===== src/design/assert_macros.svh =====
// Assertion macros used by the allocator datapath.
// Each macro expects signals named clock and reset in the using module.
`ifndef ASSERT_MACROS_SVH
`define ASSERT_MACROS_SVH

// Antecedent holds in a cycle, consequent holds in the same cycle.
`define ASSERT_SAME(label, ante, cons, msg) \
   label: assert property (@(posedge clock) disable iff (reset) (ante) |-> (cons)) \
      else $error(msg);

// Antecedent holds in a cycle, consequent holds in the next cycle.
`define ASSERT_NEXT(label, ante, cons, msg) \
   label: assert property (@(posedge clock) disable iff (reset) (ante) |=> (cons)) \
      else $error(msg);

`endif


===== src/design/bba_pkg.sv =====
// ----------------------------------------------------------------------------
// Buddy allocator package
// Region size, derived widths, node, status, operation and state codes, and the command and
// status bundles between the controller and the datapath.
// ----------------------------------------------------------------------------
package bba_pkg;

   localparam int TOTAL_UNITS = 1024;
   localparam int LEVELS      = $clog2(TOTAL_UNITS);
   localparam int NODE_W      = LEVELS + 1;
   localparam int RAM_DEPTH   = 1 << NODE_W;
   localparam int DEPTH_W     = $clog2(LEVELS + 1);
   localparam int ADDR_W      = 10;
   localparam int SIZE_W      = 11;

   typedef enum logic [1:0] {
      NODE_FREE  = 2'd0,
      NODE_SPLIT = 2'd1,
      NODE_ALLOC = 2'd2
   } node_state_type;

   typedef enum logic [1:0] {
      ST_OK        = 2'd0,
      ST_FULL      = 2'd1,
      ST_BAD_SIZE  = 2'd2,
      ST_NOT_FOUND = 2'd3
   } status_type;

   typedef enum logic [3:0] {
      DP_NONE,
      DP_CLEAR,
      DP_LOAD,
      DP_DOWN_LEFT,
      DP_DOWN_TGT,
      DP_UP,
      DP_NEXT,
      DP_ALLOC_STEP,
      DP_FREE_WR,
      DP_MERGE_UP
   } dp_op_type;

   typedef enum logic [3:0] {
      CTL_CLEAR,
      CTL_IDLE,
      CTL_CHECK,
      CTL_A_RD,
      CTL_A_EV,
      CTL_A_UP,
      CTL_A_MARK,
      CTL_F_RD,
      CTL_F_EV,
      CTL_M_RD,
      CTL_M_EV,
      CTL_RESP
   } ctl_state_type;

   typedef struct packed {
      dp_op_type  op;
      logic       rd_sibling;
      logic       respond;
      status_type status;
   } dp_cmd_type;

   typedef struct packed {
      node_state_type rd_state;
      logic           clr_done;
      logic           action;
      logic           bad_size;
      logic           addr_bad;
      logic           at_want;
      logic           is_leaf;
      logic           is_root;
      logic           depth_one;
      logic           bit0;
      logic           start_match;
   } dp_flags_type;

endpackage


===== src/design/bba_ctrl.sv =====
// ----------------------------------------------------------------------------
// Buddy allocator controller
// Sequences the clearing pass, the left-first search with backtracking,
// the split marking, the free descent and the upward merge.
// ----------------------------------------------------------------------------
module bba_ctrl (
   input  logic                  clock,
   input  logic                  reset,
   input  logic                  start,
   output logic                  busy,
   input  bba_pkg::dp_flags_type flags,
   output bba_pkg::dp_cmd_type   cmd
);

   bba_pkg::ctl_state_type state_ff, state_in;
   bba_pkg::status_type    status_ff, status_in;

   always_ff @(posedge clock) begin
      if (reset) begin
         state_ff <= bba_pkg::CTL_CLEAR;
      end else begin
         state_ff <= state_in;
      end
      status_ff <= status_in;
   end

   always_comb begin
      state_in       = state_ff;
      status_in      = status_ff;
      cmd.op         = bba_pkg::DP_NONE;
      cmd.rd_sibling = 1'b0;
      cmd.respond    = 1'b0;
      cmd.status     = status_ff;

      unique case (state_ff)
         bba_pkg::CTL_CLEAR: begin
            if (flags.clr_done) begin
               state_in = bba_pkg::CTL_IDLE;
            end else begin
               cmd.op = bba_pkg::DP_CLEAR;
            end
         end
         bba_pkg::CTL_IDLE: begin
            if (start) begin
               cmd.op   = bba_pkg::DP_LOAD;
               state_in = bba_pkg::CTL_CHECK;
            end
         end
         bba_pkg::CTL_CHECK: begin
            if (!flags.action) begin
               if (flags.bad_size) begin
                  status_in = bba_pkg::ST_BAD_SIZE;
                  state_in  = bba_pkg::CTL_RESP;
               end else begin
                  state_in = bba_pkg::CTL_A_RD;
               end
            end else if (flags.addr_bad) begin
               status_in = bba_pkg::ST_NOT_FOUND;
               state_in  = bba_pkg::CTL_RESP;
            end else begin
               state_in = bba_pkg::CTL_F_RD;
            end
         end
         bba_pkg::CTL_A_RD: begin
            state_in = bba_pkg::CTL_A_EV;
         end
         bba_pkg::CTL_A_EV: begin
            // A free node at or above the wanted size is the leftmost fit.
            if (flags.rd_state == bba_pkg::NODE_FREE) begin
               state_in = bba_pkg::CTL_A_MARK;
            end else if (flags.rd_state == bba_pkg::NODE_SPLIT && !flags.at_want) begin
               cmd.op   = bba_pkg::DP_DOWN_LEFT;
               state_in = bba_pkg::CTL_A_RD;
            end else begin
               state_in = bba_pkg::CTL_A_UP;
            end
         end
         bba_pkg::CTL_A_UP: begin
            // Climb past right children, then step to the right sibling.
            if (flags.is_root) begin
               status_in = bba_pkg::ST_FULL;
               state_in  = bba_pkg::CTL_RESP;
            end else if (flags.bit0) begin
               cmd.op = bba_pkg::DP_UP;
            end else begin
               cmd.op   = bba_pkg::DP_NEXT;
               state_in = bba_pkg::CTL_A_RD;
            end
         end
         bba_pkg::CTL_A_MARK: begin
            cmd.op = bba_pkg::DP_ALLOC_STEP;
            if (flags.at_want) begin
               status_in = bba_pkg::ST_OK;
               state_in  = bba_pkg::CTL_RESP;
            end
         end
         bba_pkg::CTL_F_RD: begin
            state_in = bba_pkg::CTL_F_EV;
         end
         bba_pkg::CTL_F_EV: begin
            if (flags.rd_state == bba_pkg::NODE_SPLIT && !flags.is_leaf) begin
               cmd.op   = bba_pkg::DP_DOWN_TGT;
               state_in = bba_pkg::CTL_F_RD;
            end else if (flags.rd_state == bba_pkg::NODE_ALLOC && flags.start_match) begin
               cmd.op    = bba_pkg::DP_FREE_WR;
               status_in = bba_pkg::ST_OK;
               state_in  = flags.is_root ? bba_pkg::CTL_RESP : bba_pkg::CTL_M_RD;
            end else begin
               status_in = bba_pkg::ST_NOT_FOUND;
               state_in  = bba_pkg::CTL_RESP;
            end
         end
         bba_pkg::CTL_M_RD: begin
            cmd.rd_sibling = 1'b1;
            state_in       = bba_pkg::CTL_M_EV;
         end
         bba_pkg::CTL_M_EV: begin
            if (flags.rd_state == bba_pkg::NODE_FREE) begin
               cmd.op   = bba_pkg::DP_MERGE_UP;
               state_in = flags.depth_one ? bba_pkg::CTL_RESP : bba_pkg::CTL_M_RD;
            end else begin
               state_in = bba_pkg::CTL_RESP;
            end
         end
         bba_pkg::CTL_RESP: begin
            cmd.respond = 1'b1;
            state_in    = bba_pkg::CTL_IDLE;
         end
         default: begin
            state_in = bba_pkg::CTL_IDLE;
         end
      endcase
   end

   assign busy = (state_ff != bba_pkg::CTL_IDLE);

endmodule


===== config.mk =====
export PLATFORM = sky130hd
export DESIGN_NAME = bba_ctrl
export DESIGN_NICKNAME = d
export VERILOG_FILES = /design/src/design/assert_macros.svh /design/src/design/bba_pkg.sv /design/src/design/bba_ctrl.sv
export SDC_FILE = /design/constraint.sdc
export NUM_CORES = 1
export LEC_CHECK = 0
export BUFFER_PORTS_ARGS = -buffer_cell sky130_fd_sc_hd__buf_2
export CORE_ASPECT_RATIO = 1.25
export CORE_MARGIN = 4
export CORE_UTILIZATION = 44
export CTS_CLUSTER_DIAMETER = 40
export CTS_CLUSTER_SIZE = 10
export DETAILED_ROUTE_END_ITERATION = 8
export GPL_ROUTABILITY_DRIVEN = 0
export GPL_TIMING_DRIVEN = 0
export PLACE_DENSITY = 0.83
export SYNTH_ARGS = -nofsm -noshare
export SYNTH_HDL_FRONTEND = slang
export SYNTH_SLANG_ARGS = --single-unit

===== constraint.sdc =====
create_clock -name clock -period 1.59 [get_ports clock]
set_input_delay 0.318 -clock clock [delete_from_list [all_inputs] [get_ports clock]]
set_output_delay 0.318 -clock clock [all_outputs]
set_load 0.02 [all_outputs]

# ---- Word-level counts from Yosys, hierarchy flattened
# Cells that the tools add are included.
dict set report word_totals {
  input_bits 15
  output_inout_bits 9
  ramBits 0
  wordCells 70
  regBits 6
  romBits 0
  latchBits 0
  mem_count 0
}
dict set report op_classes {
  mul 0
  div 0
  shifts 0
  mux 36
  n_eq_ne 22
  add_sub_neg 0
  n_bitwise 0
  n_lt_le_gt_ge 0
  reduce_logical 10
}
# op n
set op_table {}
lappend op_table {{$mux W4} 12}
lappend op_table {{$pmux W4 S11} 1}
lappend op_table {{$mux W2} 15}
lappend op_table {{$pmux W4 S7} 1}
lappend op_table {{$eq A4 B3 Y1 const B} 4}
lappend op_table {{$eq A4 B4 Y1 const B} 4}
lappend op_table {{$ne A2 B2 Y1 const B} 5}
lappend op_table {{$mux W3} 3}
lappend op_table {{$ne A3 B3 Y1 const B} 3}
lappend op_table {{$eq A4 B2 Y1 const B} 2}
lappend op_table {{$pmux W2 S4} 1}
lappend op_table {{$reduce_and A6 Y1} 1}
lappend op_table {{$eq A4 B1 Y1 const B} 1}
lappend op_table {{$logic_not A4 Y1} 1}
lappend op_table {{$ne A4 B1 Y1 const B} 1}
lappend op_table {{$reduce_and A4 Y1} 1}
lappend op_table {{$reduce_bool A4 Y1} 1}
lappend op_table {{$logic_and A1 B1 Y1} 3}
lappend op_table {{$mux W1} 3}
lappend op_table {{$eq A2 B1 Y1 const B} 1}
lappend op_table {{$eq A2 B2 Y1 const B} 1}
lappend op_table {{$logic_not A1 Y1} 2}
lappend op_table {{$logic_not A2 Y1} 1}

# ---- Depth between registers and ports, before layout
# Gate-level depths: netlist of the first run.
dict set report depth {
  word_depth 5
  mapped_depth 6
  ltp_nobuf 4
}

# ---- Least setup slack after synthesis of the first run
# OpenSTA, ideal clock, no wires.
dict set report synth_path {
  kind {reg-to-output}
  startpoint {reg state_ff[1]}
  endpoint {out cmd[7] (netlist name)}
  stages_incl_launch_ff 5
  path_buffers 2
  arrival_time_ns 1.907
  required_time_ns 1.272
  slack_ns -0.635
  path_cell_list {dfxtp_1 buf_6 clkbuf_1 nand2b_1 a2111oi_0}
}
# element line
set synth_rtl {}
lappend synth_rtl {{start: declaration} bba_ctrl.sv:15} ;# bba_pkg::ctl_state_type state_ff, state_in;
lappend synth_rtl {{start signal: assignment} bba_ctrl.sv:20} ;# state_ff <= bba_pkg::CTL_CLEAR;
lappend synth_rtl {{start signal: assignment} bba_ctrl.sv:22} ;# state_ff <= state_in;
lappend synth_rtl {{end: declaration} bba_ctrl.sv:12} ;# output bba_pkg::dp_cmd_type cmd

==> metrics.cfg, run 1 <==
[pwr]
p_leak_nw = 0.475
power_density_mw_per_mm2 = 1940
max-vdd-ir-drop_v = 0.000962

[route]
drtIter0Drc = 54
antenna_left = 0
drtPass1Iterations = 5
post-route-drc-count = 0
wl_microns = 3310
vias = 1079
wl_per_cell_microns = 21.1
via_per_inst = 6.87

[yosys]
ys.flop_type = dfxtp_1
muxShareOfSynthArea_pct = 1.34
yosysTopAreaCellShare_pct = 10.7
synth_nets = 116
synth_edf_count = 2
synthSimpleGateAreaFrac_pct = 38.4
synth_area_sq_um = 749
synth_top_family_by_area = simple AND/OR/NAND/NOR gates
synth_common_cells = nor2_1, o21ai_0, clkbuf_1, nand2b_1
synth.ff_latch_count = 6
syn_area_per_cell_sq_um = 7.42
synth_top_cell_by_area = dfxtp_1
synth-xor-area-share_pct = 0
synth-seq-area-share_pct = 18.7
synthAdderAreaFrac_pct = 0
synth.most_common_cell = nor2_1
synth_compound_area_share_pct = 35.6
async_flop_share_pct = 0
synth_cells = 101
yosys_warnings = 0
yosysUniqueCellTypes = 43
synthTopCellsByArea = dfxtp_1, edfxtp_1, o21ai_0, nand2b_1, nor2_1

[timing]
relSlewSlack_pct = 68.0
rsz0062_at_grt = true
worst_slew_pin_slew_ps = 479
period_minus_slack_ps = 1890
fin_setup_tns_ps = -1890
fin_skew_ps = 19.7
hold_slack_ps = 371
max_freq_mhz = 528
setup_viol = 11
slew_violations = 0
finalHoldViolations = 0
worst_slack_ps = -304
period_share_pct = 119

[global_routing]
grt_pass1_vias = 1025
grt_pass1_wl_microns = 4500
overflow = 0
grt_max_degree = 11
antenna_found_initial = 0
grt_usage_pct = 25.0

[cells_and_area]
areaGrowthSynthToFinish_pct = 65.8
nets = 155
antenna_cells = 0
drive_gt1_share_pct = 55.4
fill_cells = 98
design_area_sq_mm = 0.00124

[worst_setup_path]
cp-start-kind = flop
r2r_cells = 5
required_ps = 1270
r2r_setup_slack_ps = -290
critPathArrivalTime_ps = 1580
slowest_stage = or4_4
crit_fanout = 8
critPathKind = reg2out
path_cells = nand2b_4 > or4_4 > nand3_2 > buf_6
end_kind = output pin
rr_endpoint = state_ff[0]
rr_startpoint = state_ff[1]
slowest_delay_ps = 510

[hold_path]
holdPathStages = 2
min_path_type = in2reg
min_from = reset
hold_end = state_ff[0]

[die]
fp.coreArea_sq_mm = 0.00158
die-area_sq_mm = 0.00243
initial_core_util_pct = 47.4
rows = 16
chipHeight_microns = 54.1
chipWidth_microns = 44.9
io_pins = 24

[status]
outcome = finished, violations left
violations = setup timing

[clock_network]
numCtsBuffers = 3
cts.sinks = 6
cts_hold_buf = 0
cts_tree = done
clk_pin_slew_ps = 60
clockBufferDepth = 2
clk_latency_ps = 260
clockRootBuffer = clkbuf_4
htreeDepth = 1

[place]
preCtsSetupSlack_ps = -331
dpl_cell_area_sq_um = 915
portBuffers = 23
place_hpwl_microns = 1780

[run]
max_cap_viol_count = 0

==> power by group <==
| group | internal, mW | switching [mW] | total (mW) |
|---|---|---|---|
| registers | 0.260 | 0.0803 | 0.340 |
| logic | 0.941 | 0.962 | 1.90 |
| clock network | 0.0958 | 0.0665 | 0.162 |
| total | 1.30 | 1.11 | 2.41 |
==> worst max-delay path: cells and delay by family (launching register included) <==
kind          cells  cell delay, ps
simple gates      3             830
flops             1             370
buf+inv           1             120
==> kinds of logic after synthesis <==
logic type	count (synthesis)
muxes	1
DFF	6
and+or+nand+nor	48
buffers and inverters	10
AOI/OAI and AO/OA	36
==> metrics by stage <==
stage | utilization [%] | power (mW) | std cells
after floorplan | - | 1.20 | 101
after global placement | 57.8 | 1.43 | 142
after detailed placement | 57.8 | 1.47 | 142
after CTS | 71.0 | 2.03 | 148
after global routing | 78.6 | 2.50 | 157
final | 78.6 | 2.41 | 157
==> repair_timing <==
action,4_1_cts,5_1_grt
gates resized for setup,44,16
endpoints found under the setup margin,15,11
pin swaps,7,5
setup buffers,4,10
==> how the worst max path moves through the flow <==
| stage | from | end | slack (ps) | cells after the start |
|---|---|---|---|---|
| after floorplan | state_ff[1] | cmd[4] | -90 | 4 |
| after global placement | state_ff[1] | cmd[6] | -260 | 7 |
| after detailed placement | state_ff[2] | cmd[6] | -330 | 6 |
| after CTS | state_ff[2] | cmd[4] | -320 | 4 |
| after global routing | state_ff[1] | cmd[7] | -340 | 4 |
| final | state_ff[2] | cmd[4] | -300 | 4 |
==> sequential cells by signal, indices dropped and copies added (netlist names) <==
name	count
state_ff	4
status_ff	2
==> layout by cell type (no fill, tap or decap), types with 2 or more instances in the layout <==
cell / n
nor3b_1: 3
o22ai_1: 2
nand2b_1: 5
nor3b_2: 2
edfxtp_1: 2
clkbuf_8: 4
a221oi_1: 2
clkbuf_4: 4
nand2b_4: 2
o21ai_0: 6
dfxtp_4: 3
buf_6: 5
o21ai_1: 3
buf_4: 13
o32a_1: 2
nand2_1: 5
inv_1: 2
a21oi_1: 2
or4_4: 2
buf_2: 19
a2111oi_4: 2
nor2b_4: 2
nor2_2: 3
o21a_1: 3
nor2_1: 8
==> per-layer routing <==
| metal | routed length [microns] | part of all wire, % | up-vias | track usage, % |
|---|---|---|---|---|
| met5 | 0 | 0 | - | 0 |
| met4 | 204 | 6.2 | 0 | 12.7 |
| met3 | 292 | 8.8 | 28 | 4.35 |
| met2 | 1630 | 49 | 91 | 45.2 |
| met1 | 1190 | 36 | 491 | 27.5 |
| li1 | - | - | 469 | - |
==> final cells by class <==
| cell class | count | area [sq um] | share of cell area [%] |
|---|---|---|---|
| buffer | 5 | 62.6 | 5.04 |
| clock buffer | 4 | 26.3 | 2.11 |
| inverter | 2 | 7.51 | 0.604 |
| multi-input combinational | 85 | 722 | 58.1 |
| sequential | 6 | 153 | 12.3 |
| tap | 18 | 22.5 | 1.81 |
| timing repair buffer | 37 | 249 | 20.0 |
Note: power is estimated with default switching activity, not from simulation.
==> run 2: changes to the inputs <==
--- a/config.mk
+++ b/config.mk
@@ -14,7 +14,9 @@
 export DETAILED_ROUTE_END_ITERATION = 8
 export GPL_ROUTABILITY_DRIVEN = 0
 export GPL_TIMING_DRIVEN = 0
+export HOLD_SLACK_MARGIN = 0.12
 export PLACE_DENSITY = 0.83
+export REMOVE_ABC_BUFFERS = 1
 export SYNTH_ARGS = -nofsm -noshare
 export SYNTH_HDL_FRONTEND = slang
 export SYNTH_SLANG_ARGS = --single-unit
==> run 2 against run 1 <==
The flow still finishes with violations (setup timing); critical path depth unchanged; register-to-register slack better by 70 ps; sequential share of layout area up 1.3 points; flip-flop and latch count unchanged; count of clock-buffer cells in the layout unchanged; critical path type unchanged; largest power group unchanged.
==> metrics.cfg, run 2 (synthesis results as in run 1) <==
[run]
max_cap_viol_count = 0

[place]
portBuffers = 23
place_hpwl_microns = 1540

[route]
wl_met3_microns = 357
post-route-drc-count = 0
maxUsedRoutingLayer = met4
drtIter0Drc = 72
via_per_inst = 6.68
vias = 1028
antenna_left = 0
drt-met1-wl_microns = 1050
wl_microns = 2910
wl_per_cell_microns = 18.9
dr_wl_met2_microns = 1390
drtPass1Iterations = 4

[pwr]
max-vdd-ir-drop_v = 0.00129
sequentialPowerShare_pct = 14.9
power_density_mw_per_mm2 = 1900
p_leak_nw = 0.443
power.total_mw = 2.18
clkPwrFrac_pct = 7.4
switchingPower_mw = 1.00
combPwrFrac_pct = 77.7
internal-power_mw = 1.18
switching_share_pct = 45.9

[cells_and_area]
reg_top3 = state_ff x4, status_ff x2
antenna_cells = 0
mostFrequentLayoutCells = buf_2, buf_4, nor2_1
nets = 152
areaGrowthSynthToFinish_pct = 52.9
post-route-util_pct = 72.5
multi_input_area_sq_um = 667
fill_cells = 113
regArea_sq_um = 155
largest_reg_flops = 4
drive_gt1_share_pct = 48.5
largest-register = state_ff
layout_commonest_cell = buf_2

[timing]
rsz0062_at_grt = true
relSlewSlack_pct = 59.2
finalHoldViolations = 0
fin_skew_ps = 9.76
worst_slack_ps = -290
hold_slack_ps = 319
period_share_pct = 118
setup_viol = 11
period_minus_slack_ps = 1880
slew_violations = 0
worst_slew_pin_slew_ps = 608
max_freq_mhz = 532

[clock_network]
clockRootBuffer = clkbuf_4
cts_hold_buf = 0
htreeDepth = 1
cts_tree = done
clk_latency_ps = 260
clk_pin_slew_ps = 50
cts.sinks = 6
numCtsBuffers = 3
clockBufferDepth = 2

[worst_setup_path]
crit_fanout = 4
cp-start-kind = flop
path_cells = or4_4 > o22a_4 > nand3_2 > buf_6
required_ps = 1270
critPathTopFamily = simple AND/OR/NAND/NOR gates
slowest_delay_ps = 530
critPathKind = reg2out
crit_buf_inv = 1
r2r_cells = 5
rr_startpoint = state_ff[1]
rr_endpoint = state_ff[0]
critPathArrivalTime_ps = 1560
slowest_stage = or4_4
r2r_setup_slack_ps = -220
end_kind = output pin
crit_start = state_ff[1]

[die]
initial_core_util_pct = 47.4
io_pins = 24
die-area_sq_mm = 0.00243
fp.coreArea_sq_mm = 0.00158
chipHeight_microns = 54.1
rows = 16
chipWidth_microns = 44.9

[global_routing]
grt_pass1_wl_microns = 4220
grt_usage_pct = 24.1
grt_max_degree = 17
antenna_found_initial = 0
overflow = 0
grt_pass1_vias = 919

[hold_path]
min_path_type = in2reg
min_from = reset
holdPathStages = 2
hold_end = state_ff[3]

[status]
violations = setup timing
outcome = finished, violations left

[run 2: power groups by stage]
stage / clock (mW) / combinational (mW) / sequential (mW)
after detailed placement: 0 / 0.921 / 0.437
after CTS: 0.165 / 1.47 / 0.323
after global routing: 0.178 / 1.78 / 0.334
final: 0.162 / 1.69 / 0.324
after global placement: 0 / 0.903 / 0.430
after floorplan: 0 / 0.699 / 0.410
[run 2: how the worst max path moves through the flow]
| stage | end | depth (start not counted) |
|---|---|---|
| 5_1_grt | cmd[4] | 4 |
| 3_5_place_dp | cmd[7] | 3 |
| 6_report | cmd[4] | 4 |
| 4_1_cts | cmd[4] | 4 |
| 3_3_place_gp | cmd[4] | 4 |
| 2_1_floorplan | cmd[7] | 2 |
[run 2: cell type report]
type / instances / area share [%]
multi-input cells: 85 / 58.2
well taps: 18 / 1.97
repair buffers: 39 / 23.4
clock buffers: 4 / 2.29
inverters: 2 / 0.655
flip-flops and latches: 6 / 13.5
[run 2: repair_timing]
item	in CTS	in global routing
endpoints found under the setup margin	14	12
pin swaps	6	8
setup buffers	10	6
resized for setup	28	10
[run 2: stage by stage]
step | instance area (sq um) | std cells | worst slack [ps] | setup TNS [ps]
global placement | 850 | 134 | -379 | -2980
CTS | 1070 | 148 | -331 | -1570
finish | 1150 | 154 | -290 | -1440
detailed placement | 850 | 134 | -404 | -3340
floorplan | 712 | 93 | -678 | -1950
global route | 1150 | 154 | -335 | -2100
[run 2: layer usage]
metal / vias up / track usage, %
met5: - / 0
met4: 0 / 14.6
met3: 19 / 2.34
met2: 88 / 39.7
met1: 457 / 29.7
li1: 464 / -
==> run 3: changes to the inputs <==
--- a/config.mk
+++ b/config.mk
@@ -14,9 +14,10 @@
 export DETAILED_ROUTE_END_ITERATION = 8
 export GPL_ROUTABILITY_DRIVEN = 0
 export GPL_TIMING_DRIVEN = 0
-export HOLD_SLACK_MARGIN = 0.12
+export HOLD_SLACK_MARGIN = 0.02
 export PLACE_DENSITY = 0.83
 export REMOVE_ABC_BUFFERS = 1
+export SKIP_LAST_GASP = 1
 export SYNTH_ARGS = -nofsm -noshare
 export SYNTH_HDL_FRONTEND = slang
 export SYNTH_SLANG_ARGS = --single-unit
==> run 3 against run 2 <==
The run still ends with setup timing left; sequential share of layout area about the same; die area unchanged; setup slack better by 3.0 ps; global-route usage unchanged; flip-flop and latch count unchanged; routed wire length up 0.76%; count of clock-buffer cells in the layout unchanged; clock power about the same; final cell count unchanged; combinational power about the same; power down 0.43%; largest cell class unchanged.
==> metrics.cfg, run 3 (synthesis results as in run 1) <==
[status]
outcome = finished, violations left
violations = setup timing

[clock_network]
htreeDepth = 1
numCtsBuffers = 3
clockRootBuffer = clkbuf_4
clk_pin_slew_ps = 50
cts.sinks = 6
cts_tree = done
clk_latency_ps = 260
clockBufferDepth = 2

[route]
antenna_left = 0
post-route-drc-count = 0
drtPass1Iterations = 4
via_per_inst = 6.67
wl_per_cell_microns = 19.1
wl_microns = 2940
vias = 1027
drtIter0Drc = 75

[die]
io_pins = 24
chipHeight_microns = 54.1
chipWidth_microns = 44.9
initial_core_util_pct = 47.4
fp.coreArea_sq_mm = 0.00158
rows = 16
die-area_sq_mm = 0.00243

[global_routing]
grt_pass1_vias = 919
antenna_found_initial = 0
grt_pass1_wl_microns = 4220
use_met3_pct = 2.34
globalRouteMet2Util_pct = 39.7
overflow = 0
grt_usage_pct = 24.1
gr-usage-met1_pct = 29.7
grt_max_degree = 17
busiest_layer = met2

[cells_and_area]
largest_reg_flops = 4
areaGrowthSynthToFinish_pct = 52.4
reg_top3 = state_ff x4, status_ff x2
nets = 152
largest-register = state_ff
drive_gt1_share_pct = 48.5
antenna_cells = 0
layout_commonest_cell = buf_2
mostFrequentLayoutCells = buf_2, buf_4, nor2_1

[place]
portBuffers = 23
preCtsSetupSlack_ps = -404
place_hpwl_microns = 1540

[timing]
relSlewSlack_pct = 60.9
fin_setup_tns_ps = -1450
worst_slew_pin_slew_ps = 583
worst_slack_ps = -287
finalHoldViolations = 0
setup_viol = 11
rsz0062_at_grt = true
slew_violations = 0
period_share_pct = 118
max_freq_mhz = 533
period_minus_slack_ps = 1880
fin_skew_ps = 8.20

[hold_path]
min_path_type = in2reg
holdPathStages = 2

[pwr]
max-vdd-ir-drop_v = 0.00130
p_leak_nw = 0.442
power_density_mw_per_mm2 = 1900

[worst_setup_path]
cp-start-kind = flop
r2r_cells = 5
crit_fanout = 2
critPathKind = reg2out
end_kind = output pin
critPathArrivalTime_ps = 1560
required_ps = 1270

[run]
max_cap_viol_count = 0

-- run 3: report_power, final --
part | switching, mW | internal [mW]
registers | 0.0654 | 0.260
logic | 0.867 | 0.818
clock network | 0.0646 | 0.0956
total | 0.997 | 1.17
-- run 3: metal layers --
layer  part of all wire (%)  vias to the layer above
li1                       -                      468
met1                     38                      461
met2                     47                       80
met3                    9.9                       18
met4                    4.7                        0
met5                      0                        -
-- run 3: timing repair --
action	4_1_cts	5_1_grt
hold buffers	0	0
gates resized for setup	28	9
buffers inserted	10	6
pin swaps	6	8
endpoints found under the setup margin	14	12
-- run 3: layout make-up --
type | count | area (sq um)
Multi-Input combinational cell | 85 | 667
Fill cell | 114 | 439
Timing Repair Buffer | 39 | 264
Sequential cell | 6 | 155
Clock buffer | 4 | 26.3
Tap cell | 18 | 22.5
Inverter | 2 | 7.51
-- run 3: worst paths after layout --
kind,from,to,slack [ps]
max reg2reg,state_ff[0],state_ff[0],-220
min reg2reg,state_ff[2],state_ff[1],790
max,state_ff[0],cmd[4],-290
min,reset,state_ff[3],320
-- run 3: worst max-delay path, cell delays in order, from the launching register on --
cell	delay (ps)
dfxtp_4	340
or4_4	550
o22a_4	250
nand3_2	60
buf_6	110
-- run 3: per-stage QoR --
step | util, % | instances | power, mW | hold WS (ps) | area [sq um]
3_5_place_dp | 53.7 | 134 | 1.36 | 570 | 850
2_1_floorplan | - | 93 | 1.11 | 390 | 712
5_1_grt | 72.2 | 154 | 2.29 | 328 | 1140
6_report | 72.2 | 154 | 2.17 | 322 | 1140
4_1_cts | 67.6 | 148 | 1.96 | 311 | 1070
3_3_place_gp | 53.7 | 134 | 1.33 | 576 | 850
